## src/sv/rsa_modexp_engine_macros.svh

```systemverilog
// Assertion helpers for the modular exponentiation engine.
// All checks sample on clk_i and are off while rst_ni is low.
`ifndef RSA_MODEXP_ENGINE_MACROS_SVH
`define RSA_MODEXP_ENGINE_MACROS_SVH

// Same-cycle implication.
`define RME_ASSERT_NOW(lbl, ante, cons, msg) \
  lbl: assert property (@(posedge clk_i) disable iff (!rst_ni) (ante) |-> (cons)) \
    else $error(msg);

// Next-cycle implication.
`define RME_ASSERT_NEXT(lbl, ante, cons, msg) \
  lbl: assert property (@(posedge clk_i) disable iff (!rst_ni) (ante) |=> (cons)) \
    else $error(msg);

`endif

```

## src/sv/rme_pkg.sv

```systemverilog
`timescale 1ns / 1ps

package rme_pkg;

  localparam int DATA_W    = 32;
  localparam int CFG_IDX_W = 2;
  localparam int CNT_W     = $clog2(DATA_W);

  // Configuration register indexes
  localparam logic [CFG_IDX_W-1:0] REG_MODULUS  = 2'd0;
  localparam logic [CFG_IDX_W-1:0] REG_PUB_EXP  = 2'd1;
  localparam logic [CFG_IDX_W-1:0] REG_PRIV_EXP = 2'd2;

  // Request function codes
  localparam logic FUNC_ENC = 1'b0;
  localparam logic FUNC_DEC = 1'b1;

  // Start command for the modular multiplier
  typedef struct packed {
    logic start;
    logic reduce;  // plain reduction of the a operand, b is ignored
  } mm_ctrl_t;

endpackage

```

## src/sv/rme_if.sv

```systemverilog
`timescale 1ns / 1ps

// Request channel: one operand and the function select
interface rme_req_if;
  logic                      valid;
  logic                      ready;
  logic                      func;
  logic [rme_pkg::DATA_W-1:0] value;

  modport source (output valid, output func, output value, input ready);
  modport sink   (input valid, input func, input value, output ready);
endinterface

// Response channel: one result per request
interface rme_rsp_if;
  logic                      valid;
  logic                      ready;
  logic [rme_pkg::DATA_W-1:0] result;

  modport source (output valid, output result, input ready);
  modport sink   (input valid, input result, output ready);
endinterface

// Configuration write channel
interface rme_cfg_if;
  logic                         valid;
  logic                         ready;
  logic [rme_pkg::CFG_IDX_W-1:0] index;
  logic [rme_pkg::DATA_W-1:0]    data;

  modport source (output valid, output index, output data, input ready);
  modport sink   (input valid, input index, input data, output ready);
endinterface

```

## src/sv/rme_mulmod.sv

```systemverilog
`timescale 1ns / 1ps

// Bit-serial interleaved modular multiplier, multiplier bits MSB first.
// Each bit takes a double-and-reduce step, then an add-and-reduce step.
module rme_mulmod (
  input  logic                       clk_i,
  input  logic                       rst_ni,
  input  rme_pkg::mm_ctrl_t          ctrl_i,
  input  logic [rme_pkg::DATA_W-1:0] a_i,
  input  logic [rme_pkg::DATA_W-1:0] b_i,
  input  logic [rme_pkg::DATA_W-1:0] m_i,
  input  logic                       m_zero_i,
  output logic                       done_o,
  output logic [rme_pkg::DATA_W-1:0] r_o
);

  localparam int W = rme_pkg::DATA_W;
  localparam logic [rme_pkg::CNT_W-1:0] CNT_LAST = rme_pkg::CNT_W'(W - 1);

  logic [W-1:0]               a_q, b_q, r_q, r_d;
  logic [rme_pkg::CNT_W-1:0]  cnt_q;
  logic                       busy_q, phase_q, red_q, done_q;
  logic [W:0]                 t;
  logic                       a_bit;

  always_comb begin
    a_bit = a_q[W-1];
    if (!phase_q) begin
      t = {r_q, 1'b0} + (W+1)'(red_q & a_bit);
    end else begin
      t = {1'b0, r_q} + ((!red_q && a_bit) ? {1'b0, b_q} : '0);
    end
    // r < m keeps t below 2m, so one subtract is enough
    if (m_zero_i) begin
      r_d = t[W-1:0];
    end else if (t >= {1'b0, m_i}) begin
      r_d = W'(t - {1'b0, m_i});
    end else begin
      r_d = t[W-1:0];
    end
  end

  always_ff @(posedge clk_i or negedge rst_ni) begin
    if (!rst_ni) begin
      a_q     <= '0;
      b_q     <= '0;
      r_q     <= '0;
      cnt_q   <= '0;
      busy_q  <= 1'b0;
      phase_q <= 1'b0;
      red_q   <= 1'b0;
      done_q  <= 1'b0;
    end else begin
      done_q <= 1'b0;
      if (ctrl_i.start) begin
        a_q     <= a_i;
        b_q     <= b_i;
        r_q     <= '0;
        cnt_q   <= '0;
        busy_q  <= 1'b1;
        phase_q <= 1'b0;
        red_q   <= ctrl_i.reduce;
      end else if (busy_q) begin
        r_q     <= r_d;
        phase_q <= ~phase_q;
        if (phase_q) begin
          a_q   <= {a_q[W-2:0], 1'b0};
          cnt_q <= cnt_q + 1'b1;
          if (cnt_q == CNT_LAST) begin
            busy_q <= 1'b0;
            done_q <= 1'b1;
          end
        end
      end
    end
  end

  assign done_o = done_q;
  assign r_o    = r_q;

endmodule

```

## src/sv/rsa_modexp_engine.sv

```systemverilog
// Modular exponentiation value^e mod n, right-to-left square-and-multiply.
// The value is first reduced modulo n, then one multiply pass runs per exponent bit
// up to the highest set bit; a zero exponent skips both and returns 1.
// Throughput: one request at a time; the serial multiply sets the pace.
// Reset: async active low; modulus and both exponents reset to 1, engine idle.
`timescale 1ns / 1ps

module rsa_modexp_engine #(
  parameter int MOD_WIDTH = 32
) (
  input  logic  clk_i,
  input  logic  rst_ni,
  rme_req_if.sink   req_i,
  rme_rsp_if.source rsp_o,
  rme_cfg_if.sink   cfg_i
);

  localparam int W  = rme_pkg::DATA_W;
  // Only the low bits of the modulus register are kept
  localparam int MW = (MOD_WIDTH < W) ? MOD_WIDTH : W;

  typedef enum logic [1:0] {
    S_IDLE,
    S_RED,   // reduce the incoming value modulo n
    S_EXP,   // one exponent bit per pass: multiply and square in parallel
    S_HOLD   // result ready, wait for the output register
  } state_e;

  // ---------------------------------------------------------------------------
  // Configuration registers. Write them only while idle; the block does not guard this.
  // Out-of-range indexes are dropped.
  // ---------------------------------------------------------------------------
  logic [MW-1:0] modulus_q;
  logic [W-1:0]  pub_exp_q, priv_exp_q;

  assign cfg_i.ready = 1'b1;

  always_ff @(posedge clk_i or negedge rst_ni) begin
    if (!rst_ni) begin
      modulus_q  <= MW'(1);
      pub_exp_q  <= W'(1);
      priv_exp_q <= W'(1);
    end else if (cfg_i.valid) begin
      unique case (cfg_i.index)
        rme_pkg::REG_MODULUS:  modulus_q  <= cfg_i.data[MW-1:0];
        rme_pkg::REG_PUB_EXP:  pub_exp_q  <= cfg_i.data;
        rme_pkg::REG_PRIV_EXP: priv_exp_q <= cfg_i.data;
        default: ;
      endcase
    end
  end

  logic [W-1:0] m_full;
  logic         m_zero;

  // Zero modulus means plain 32-bit wrap
  assign m_full = W'(modulus_q);
  assign m_zero = (modulus_q == '0);

  // ---------------------------------------------------------------------------
  // Datapath: acc holds the running product, sq the running power of the value.
  // The squarer unit also does the initial reduction of the value.
  // ---------------------------------------------------------------------------
  state_e            state_q;
  logic [W-1:0]      e_q, acc_q, sq_q, res_q;
  logic              out_valid_q, acc_start_q;
  rme_pkg::mm_ctrl_t sq_ctrl_q, acc_ctrl;
  logic              sq_done, acc_done;
  logic [W-1:0]      sq_r, acc_r, req_exp;

  assign acc_ctrl = '{start: acc_start_q, reduce: 1'b0};
  assign req_exp  = (req_i.func == rme_pkg::FUNC_DEC) ? priv_exp_q : pub_exp_q;

  rme_mulmod u_sq (
    .clk_i    (clk_i),
    .rst_ni   (rst_ni),
    .ctrl_i   (sq_ctrl_q),
    .a_i      (sq_q),
    .b_i      (sq_q),
    .m_i      (m_full),
    .m_zero_i (m_zero),
    .done_o   (sq_done),
    .r_o      (sq_r)
  );

  // acc is the serial operand: its unreduced start value of 1 is harmless there
  rme_mulmod u_acc (
    .clk_i    (clk_i),
    .rst_ni   (rst_ni),
    .ctrl_i   (acc_ctrl),
    .a_i      (acc_q),
    .b_i      (sq_q),
    .m_i      (m_full),
    .m_zero_i (m_zero),
    .done_o   (acc_done),
    .r_o      (acc_r)
  );

  // ---------------------------------------------------------------------------
  // Sequencer
  // ---------------------------------------------------------------------------
  always_ff @(posedge clk_i or negedge rst_ni) begin
    if (!rst_ni) begin
      state_q     <= S_IDLE;
      e_q         <= '0;
      acc_q       <= '0;
      sq_q        <= '0;
      res_q       <= '0;
      out_valid_q <= 1'b0;
      acc_start_q <= 1'b0;
      sq_ctrl_q   <= '0;
    end else begin
      sq_ctrl_q   <= '0;
      acc_start_q <= 1'b0;
      if (out_valid_q && rsp_o.ready) begin
        out_valid_q <= 1'b0;
      end
      unique case (state_q)
        S_IDLE: begin
          if (req_i.valid) begin
            sq_q  <= req_i.value;
            acc_q <= W'(1);
            e_q   <= req_exp;
            // zero exponent gives 1 with no reduction
            if (req_exp == '0) begin
              state_q <= S_HOLD;
            end else begin
              state_q   <= S_RED;
              sq_ctrl_q <= '{start: 1'b1, reduce: 1'b1};
            end
          end
        end
        S_RED: begin
          if (sq_done) begin
            sq_q        <= sq_r;
            sq_ctrl_q   <= '{start: 1'b1, reduce: 1'b0};
            acc_start_q <= e_q[0];
            state_q     <= S_EXP;
          end
        end
        S_EXP: begin
          // the multiplier, when started, starts and finishes together with the squarer
          if (sq_done) begin
            sq_q <= sq_r;
            if (e_q[0]) begin
              acc_q <= acc_r;
            end
            e_q <= {1'b0, e_q[W-1:1]};
            if (e_q[W-1:1] == '0) begin
              state_q <= S_HOLD;
            end else begin
              sq_ctrl_q   <= '{start: 1'b1, reduce: 1'b0};
              acc_start_q <= e_q[1];
            end
          end
        end
        S_HOLD: begin
          if (!out_valid_q || rsp_o.ready) begin
            res_q       <= acc_q;
            out_valid_q <= 1'b1;
            state_q     <= S_IDLE;
          end
        end
        default: state_q <= S_IDLE;
      endcase
    end
  end

  assign req_i.ready  = (state_q == S_IDLE);
  assign rsp_o.valid  = out_valid_q;
  assign rsp_o.result = res_q;

  // ---------------------------------------------------------------------------
  // Checks
  // ---------------------------------------------------------------------------
`include "rsa_modexp_engine_macros.svh"

  `RME_ASSERT_NOW(a_acc_with_sq, acc_done, sq_done && state_q == S_EXP, "multiplier out of step with squarer")
  `RME_ASSERT_NOW(a_done_in_run, sq_done, state_q == S_RED || state_q == S_EXP, "squarer done outside a run")
  `RME_ASSERT_NEXT(a_sq_reduced, sq_done && !m_zero, sq_q < m_full, "power not reduced below modulus")
  `RME_ASSERT_NOW(a_hold_exp_spent, state_q == S_HOLD, e_q == '0, "result taken with exponent bits left")

endmodule
```

## src/flat_wrapper.sv

```systemverilog
// flat-port wrapper written by rule: the top's interface ports become plain ports
module rsa_modexp_engine_flat 
#(
  parameter int MOD_WIDTH = 32
)
  (clk_i, rst_ni, req_i_valid, req_i_func, req_i_value, req_i_ready, rsp_o_valid, rsp_o_result, rsp_o_ready, cfg_i_valid, cfg_i_index, cfg_i_data, cfg_i_ready);
  rme_req_if req_i_i ();
  rme_rsp_if rsp_o_i ();
  rme_cfg_if cfg_i_i ();
  input  logic clk_i;
  input  logic rst_ni;
  input wire logic [$bits(req_i_i.valid)-1:0] req_i_valid;
  input wire logic [$bits(req_i_i.func)-1:0] req_i_func;
  input wire logic [$bits(req_i_i.value)-1:0] req_i_value;
  output wire logic [$bits(req_i_i.ready)-1:0] req_i_ready;
  output wire logic [$bits(rsp_o_i.valid)-1:0] rsp_o_valid;
  output wire logic [$bits(rsp_o_i.result)-1:0] rsp_o_result;
  input wire logic [$bits(rsp_o_i.ready)-1:0] rsp_o_ready;
  input wire logic [$bits(cfg_i_i.valid)-1:0] cfg_i_valid;
  input wire logic [$bits(cfg_i_i.index)-1:0] cfg_i_index;
  input wire logic [$bits(cfg_i_i.data)-1:0] cfg_i_data;
  output wire logic [$bits(cfg_i_i.ready)-1:0] cfg_i_ready;
  assign req_i_i.valid = req_i_valid;
  assign req_i_i.func = req_i_func;
  assign req_i_i.value = req_i_value;
  assign req_i_ready = req_i_i.ready;
  assign rsp_o_valid = rsp_o_i.valid;
  assign rsp_o_result = rsp_o_i.result;
  assign rsp_o_i.ready = rsp_o_ready;
  assign cfg_i_i.valid = cfg_i_valid;
  assign cfg_i_i.index = cfg_i_index;
  assign cfg_i_i.data = cfg_i_data;
  assign cfg_i_ready = cfg_i_i.ready;
  rsa_modexp_engine #(.MOD_WIDTH(MOD_WIDTH)) u_core (.clk_i(clk_i), .rst_ni(rst_ni), .req_i(req_i_i), .rsp_o(rsp_o_i), .cfg_i(cfg_i_i));
endmodule
```

## config.mk

```make
export PLATFORM = sky130hd
export DESIGN_NAME = rsa_modexp_engine_flat
export DESIGN_NICKNAME = d
export VERILOG_FILES = /design/src/sv/rme_pkg.sv /design/src/sv/rme_if.sv /design/src/sv/rme_mulmod.sv /design/src/sv/rsa_modexp_engine.sv /design/src/flat_wrapper.sv
export VERILOG_INCLUDE_DIRS = /design/src /design/src/sv
export SDC_FILE = /design/constraint.sdc
export NUM_CORES = 1
export LEC_CHECK = 0
export CAP_MARGIN = 10
export CORE_AREA = 3 3 216 218
export DETAILED_ROUTE_END_ITERATION = 8
export DIE_AREA = 0 0 219 221
export DONT_BUFFER_PORTS = 1
export HOLD_SLACK_MARGIN = 0.1
export PLACE_DENSITY = 0.74
export SLEW_MARGIN = 20
export SYNTH_ARGS = -nofsm -noshare
export SYNTH_HDL_FRONTEND = slang
export SYNTH_SLANG_ARGS = --single-unit
```

## constraint.sdc

```tcl
create_clock -name clk_i -period 5.96 [get_ports clk_i]
set_clock_uncertainty 0.2 [all_clocks]
set_input_delay 0.298 -clock clk_i [delete_from_list [all_inputs] [get_ports clk_i]]
set_output_delay 0.298 -clock clk_i [all_outputs]
set_load 0.005 [all_outputs]
```

==> results.txt <==
----------------------------------------------------
[Clocking]
  Clock transition at path regs ... approximately 0.060 ns
  Cell at the root of the clock tree ... clkbuf_16
  Maximum count of clock buffers along a single path ... 3
  Number of hold buffers added after cts ... about 110
  CTS H-tree depth ... 2
  TritonCTS clock tree ... yes
  Number of sinks handled by clock tree synthesis ... about 440
  Number of buffers added by the clock tree synthesis step ... 49
  Insertion delay to the later sink of the worst-skew pair ... ~0.62 ns

[Detailed routing]
  Count of TritonRoute iterations in the first routing pass ... 5
  Wire length on met3 ... 4560 µm
  Vias post-DR ... between 20000 and 25000
  Final routed wirelength across all metal layers ... 77500 µm
  Max Used Layer ... met4
  Ratio of routed vias to standard cells ... ~6.1
  Iter 0 DRT Violations ... approximately 2200
  Detail Route met2 WL ... approximately 36000 µm
  Antenna violation net count after detailed routing ... 0
  Number of DRC violations after detailed routing ... 0
  Routed metal-1 wirelength ... between 30000 and 40000 µm
  Avg WL per Cell ... around 22 µm

[STA]
  Final slew viol count ... 0
  Least-Margin Pin Slew ... about 1.4 ns
  Setup violations, final ... 0
  Hold slack ... -0.788 ns
  Maximum clock frequency ... ~0.17 GHz
  Min Tclk post-route ... 5.74 ns
  Final critical-path share of the clock period ... 96.2%
  Max-slew headroom at the worst pin ... 8.91%
  Final worst slack ... around 0.22 ns
  Number of failing hold endpoints at the final stage ... roughly 440
  Setup tns final ... 0 ns

[Placed design]
  Routability congestion estimate ... 0.960
  Count of buffers inserted at the top-level ports ... 0
  Total half-perimeter wirelength after legalization and detailed placement ... 54900 µm
  Setup WS pre-CTS ... -0.0680 ns

[Floorplan]
  IO Pins ... between 100 and 150
  Die Span X ... approximately 220 µm
  Number of rows in the core area ... between 70 and 80
  Effective utilization at floorplan ... between 50% and 60%
  Height of the chip ... between 200 and 250 µm
  Total Die Area ... roughly 48000 µm²
  Core area ... 45100 µm²

[Critical path]
  Launch point of the critical path ... u_core.u_sq.a_q[31]
  CP Capture Type ... flop
  Worst path arrival time ... around 6 ns
  Slack of the worst reg-to-reg path ... about 0.22 ns
  Critical Path Source Type ... flop
  Worst R2R Start ... u_core.u_sq.a_q[31]
  Reg2reg end ... u_core.u_sq.r_o[4]
  Max Fanout on Critical Path ... 22
  Register-to-Register Path Depth ... 24
  Required time of the critical path ... 6.20 ns
  Critical setup path kind ... reg2reg

[Logic synthesis]
  Prevailing post-synth register cell ... dfrtp_1
  Leading post-synthesis cells by cell area ... dfrtp_1 41%, mux2_2 7.1%, ha_1 6.5%
  Net count of the mapped netlist ... ~3000
  Top-area cell type share of the netlist area ... 41.2%
  Synth warnings ... 0
  Number of cells produced by synthesis ... 2843
  Cell taking the most area after synthesis ... dfrtp_1
  Sequential-to-total area share from yosys stat ... approximately two fifths
  Netlist area before placement ... ~26000 µm²
  Netlist cell types ... 86
  Count of state elements after synthesis ... between 400 and 500
  Synth Area per Inst ... 9.30 µm²
  Synth async-reset ratio ... 100%
  Number of enable flip-flop cells after synthesis ... 0

[Global routing]
  Via count of the first global-routing pass ... between 20000 and 25000
  Number of antenna violations at the first check in global routing ... 2
  Wire length of the first global-routing pass ... roughly 120000 µm
  Total routing resource utilization after global routing ... 31.4%
  Pin count of the biggest net entering global routing ... 439
  Global route overflow ... 0

[Finish]
  Total number of nets in the final design ... between 3000 and 4000
  Util after Layout ... 67.6%
  Share of post-route cells with drive strength above 1 ... roughly 14%
  Layout-stage area growth over the synthesis result ... 15.4%

[Power and ir drop]
  Power per Cell Area ... 335 nW/µm²
  Overall power after layout ... between 10000 and 15000 µW
  Worst VDD drop ... around 440 µV
  Static leakage ... approximately 0.014 µW

[Status]
  Result of the run ... complete, but fails checks
  Violated checks ... negative hold slack

[Run]
  Max-cap violations ... 0

[Min path]
  Min-Delay Path Class ... in2async

----------------------------------------------------
-- layout make-up --
| cell class | instances | area (µm²) |
|---|---|---|
| Antenna cell | 1 | 2.50 |
| Clock buffer | 66 | 1370 |
| Clock inverter | 24 | 368 |
| Fill cell | 3588 | 14600 |
| Inverter | 107 | 402 |
| Multi-Input combinational cell | 2147 | 14700 |
| Sequential cell | 438 | 11000 |
| Tap cell | 600 | 751 |
| Timing Repair Buffer | 205 | 1900 |
-- worst max-delay path, cell delays in order, from the launching register on --
cell       delay [ns]
dfrtp_1          0.39
nor2b_4          0.14
buf_4            0.16
and2_1           0.17
ha_1             0.35
a21o_1           0.21
or3_1            0.36
o22a_1           0.24
a21o_1           0.18
a21oi_1          0.20
xnor2_1          0.09
mux2_2           0.30
ha_2             0.34
a21o_1           0.19
a311o_1          0.34
a21oi_1          0.15
o21ai_1          0.15
a21o_1           0.27
a211o_1          0.31
o22ai_4          0.20
buf_6            0.16
clkbuf_16        0.19
nor2_1           0.06
a21oi_1          0.13
a211oi_1         0.09
-- Yosys cell counts (7+ instances only) --
library cell	n
and2_1	69
nand4_1	28
nor3_1	32
nand2b_1	22
or3_1	16
a31oi_1	19
nand3_1	69
dfrtp_1	435
ha_1	137
mux2_2	167
and3_1	17
o21ai_0	230
clkbuf_1	115
a21o_1	47
nor4_1	21
nand2_1	339
a311oi_1	31
nand3b_1	9
nor2b_1	16
o211ai_1	14
o31ai_1	10
nor2_1	219
mux2i_1	138
a31o_2	7
or2_2	7
xnor2_1	61
a21oi_1	205
nor3b_1	9
buf_1	23
a211oi_1	42
inv_1	107
o21a_1	18
xor2_1	36
o21bai_1	12
-- worst max-delay path by stage --
stage	depth (start not counted)	to
after global routing	26	u_core.u_sq.r_o[4]
after global placement	25	u_core.u_sq.r_o[27]
after CTS	24	u_core.u_sq.r_o[28]
after floorplan	27	u_core.u_sq.r_o[26]
final	24	u_core.u_sq.r_o[4]
after detailed placement	26	u_core.u_sq.r_o[31]
-- repair_timing --
action                                  in CTS  in global routing
endpoints found under the setup margin       8                 64
pin swaps                                    3                 15
buffers inserted                             1                 10
resized for setup                            4                 52
cloned                                       0                  2
endpoints found under the hold margin      603                438
-- per-layer routing --
metal	track usage [%]	vias up
met4	14.4	0
met3	5.09	196
met2	51.1	755
met1	41.3	10700
li1	-	10400
met5	0	-
-- placed cells by master (no fill, tap or decap), types with 12 or more instances in the layout --
| master | instances |
|---|---|
| and3_1 | 17 |
| nand2b_1 | 21 |
| clkbuf_16 | 50 |
| nor2_1 | 219 |
| nor4_1 | 21 |
| nand3_1 | 67 |
| buf_4 | 84 |
| xnor2_1 | 59 |
| nand4_1 | 28 |
| dfrtp_1 | 429 |
| a31oi_1 | 14 |
| inv_1 | 107 |
| a21oi_1 | 199 |
| ha_1 | 129 |
| and2_1 | 67 |
| a211oi_1 | 37 |
| o21ai_0 | 222 |
| or3_1 | 16 |
| o211ai_1 | 14 |
| mux2_2 | 167 |
| xor2_1 | 36 |
| mux2i_1 | 138 |
| o21a_1 | 18 |
| nor2b_1 | 15 |
| a311oi_1 | 30 |
| a21o_1 | 47 |
| o21bai_1 | 12 |
| dlygate4sd3_1 | 112 |
| nand2_1 | 339 |
| nor3_1 | 30 |
-- cells by family after synthesis --
logic type	synth area share, %
AND/OR/NAND/NOR	15.4
flip-flops	41.5
multiplexers	12.4
adder cells (fa/ha/maj)	6.79
buffers and inverters	3.82
other	0.0142
XOR/XNOR	3.21
AO/OA/AOI/OAI	16.9
-- per-stage QoR --
step	hold WS, ns	instances	instance area, µm²
after detailed placement	-0.177	3371	27300
after CTS	-0.825	3575	30200
after global routing	-0.820	3588	30500
final	-0.788	3588	30500
after floorplan	-0.198	2843	26400
after global placement	-0.176	3371	27300
-- power breakdown --
| group | internal, µW | switching (µW) | total (µW) |
|---|---|---|---|
| registers | 3230 | 259 | 3490 |
| clock network | 1970 | 1310 | 3270 |
| logic | 1550 | 1910 | 3450 |
| total | 6750 | 3470 | 10200 |
Note: power is estimated with default switching activity, not from simulation.
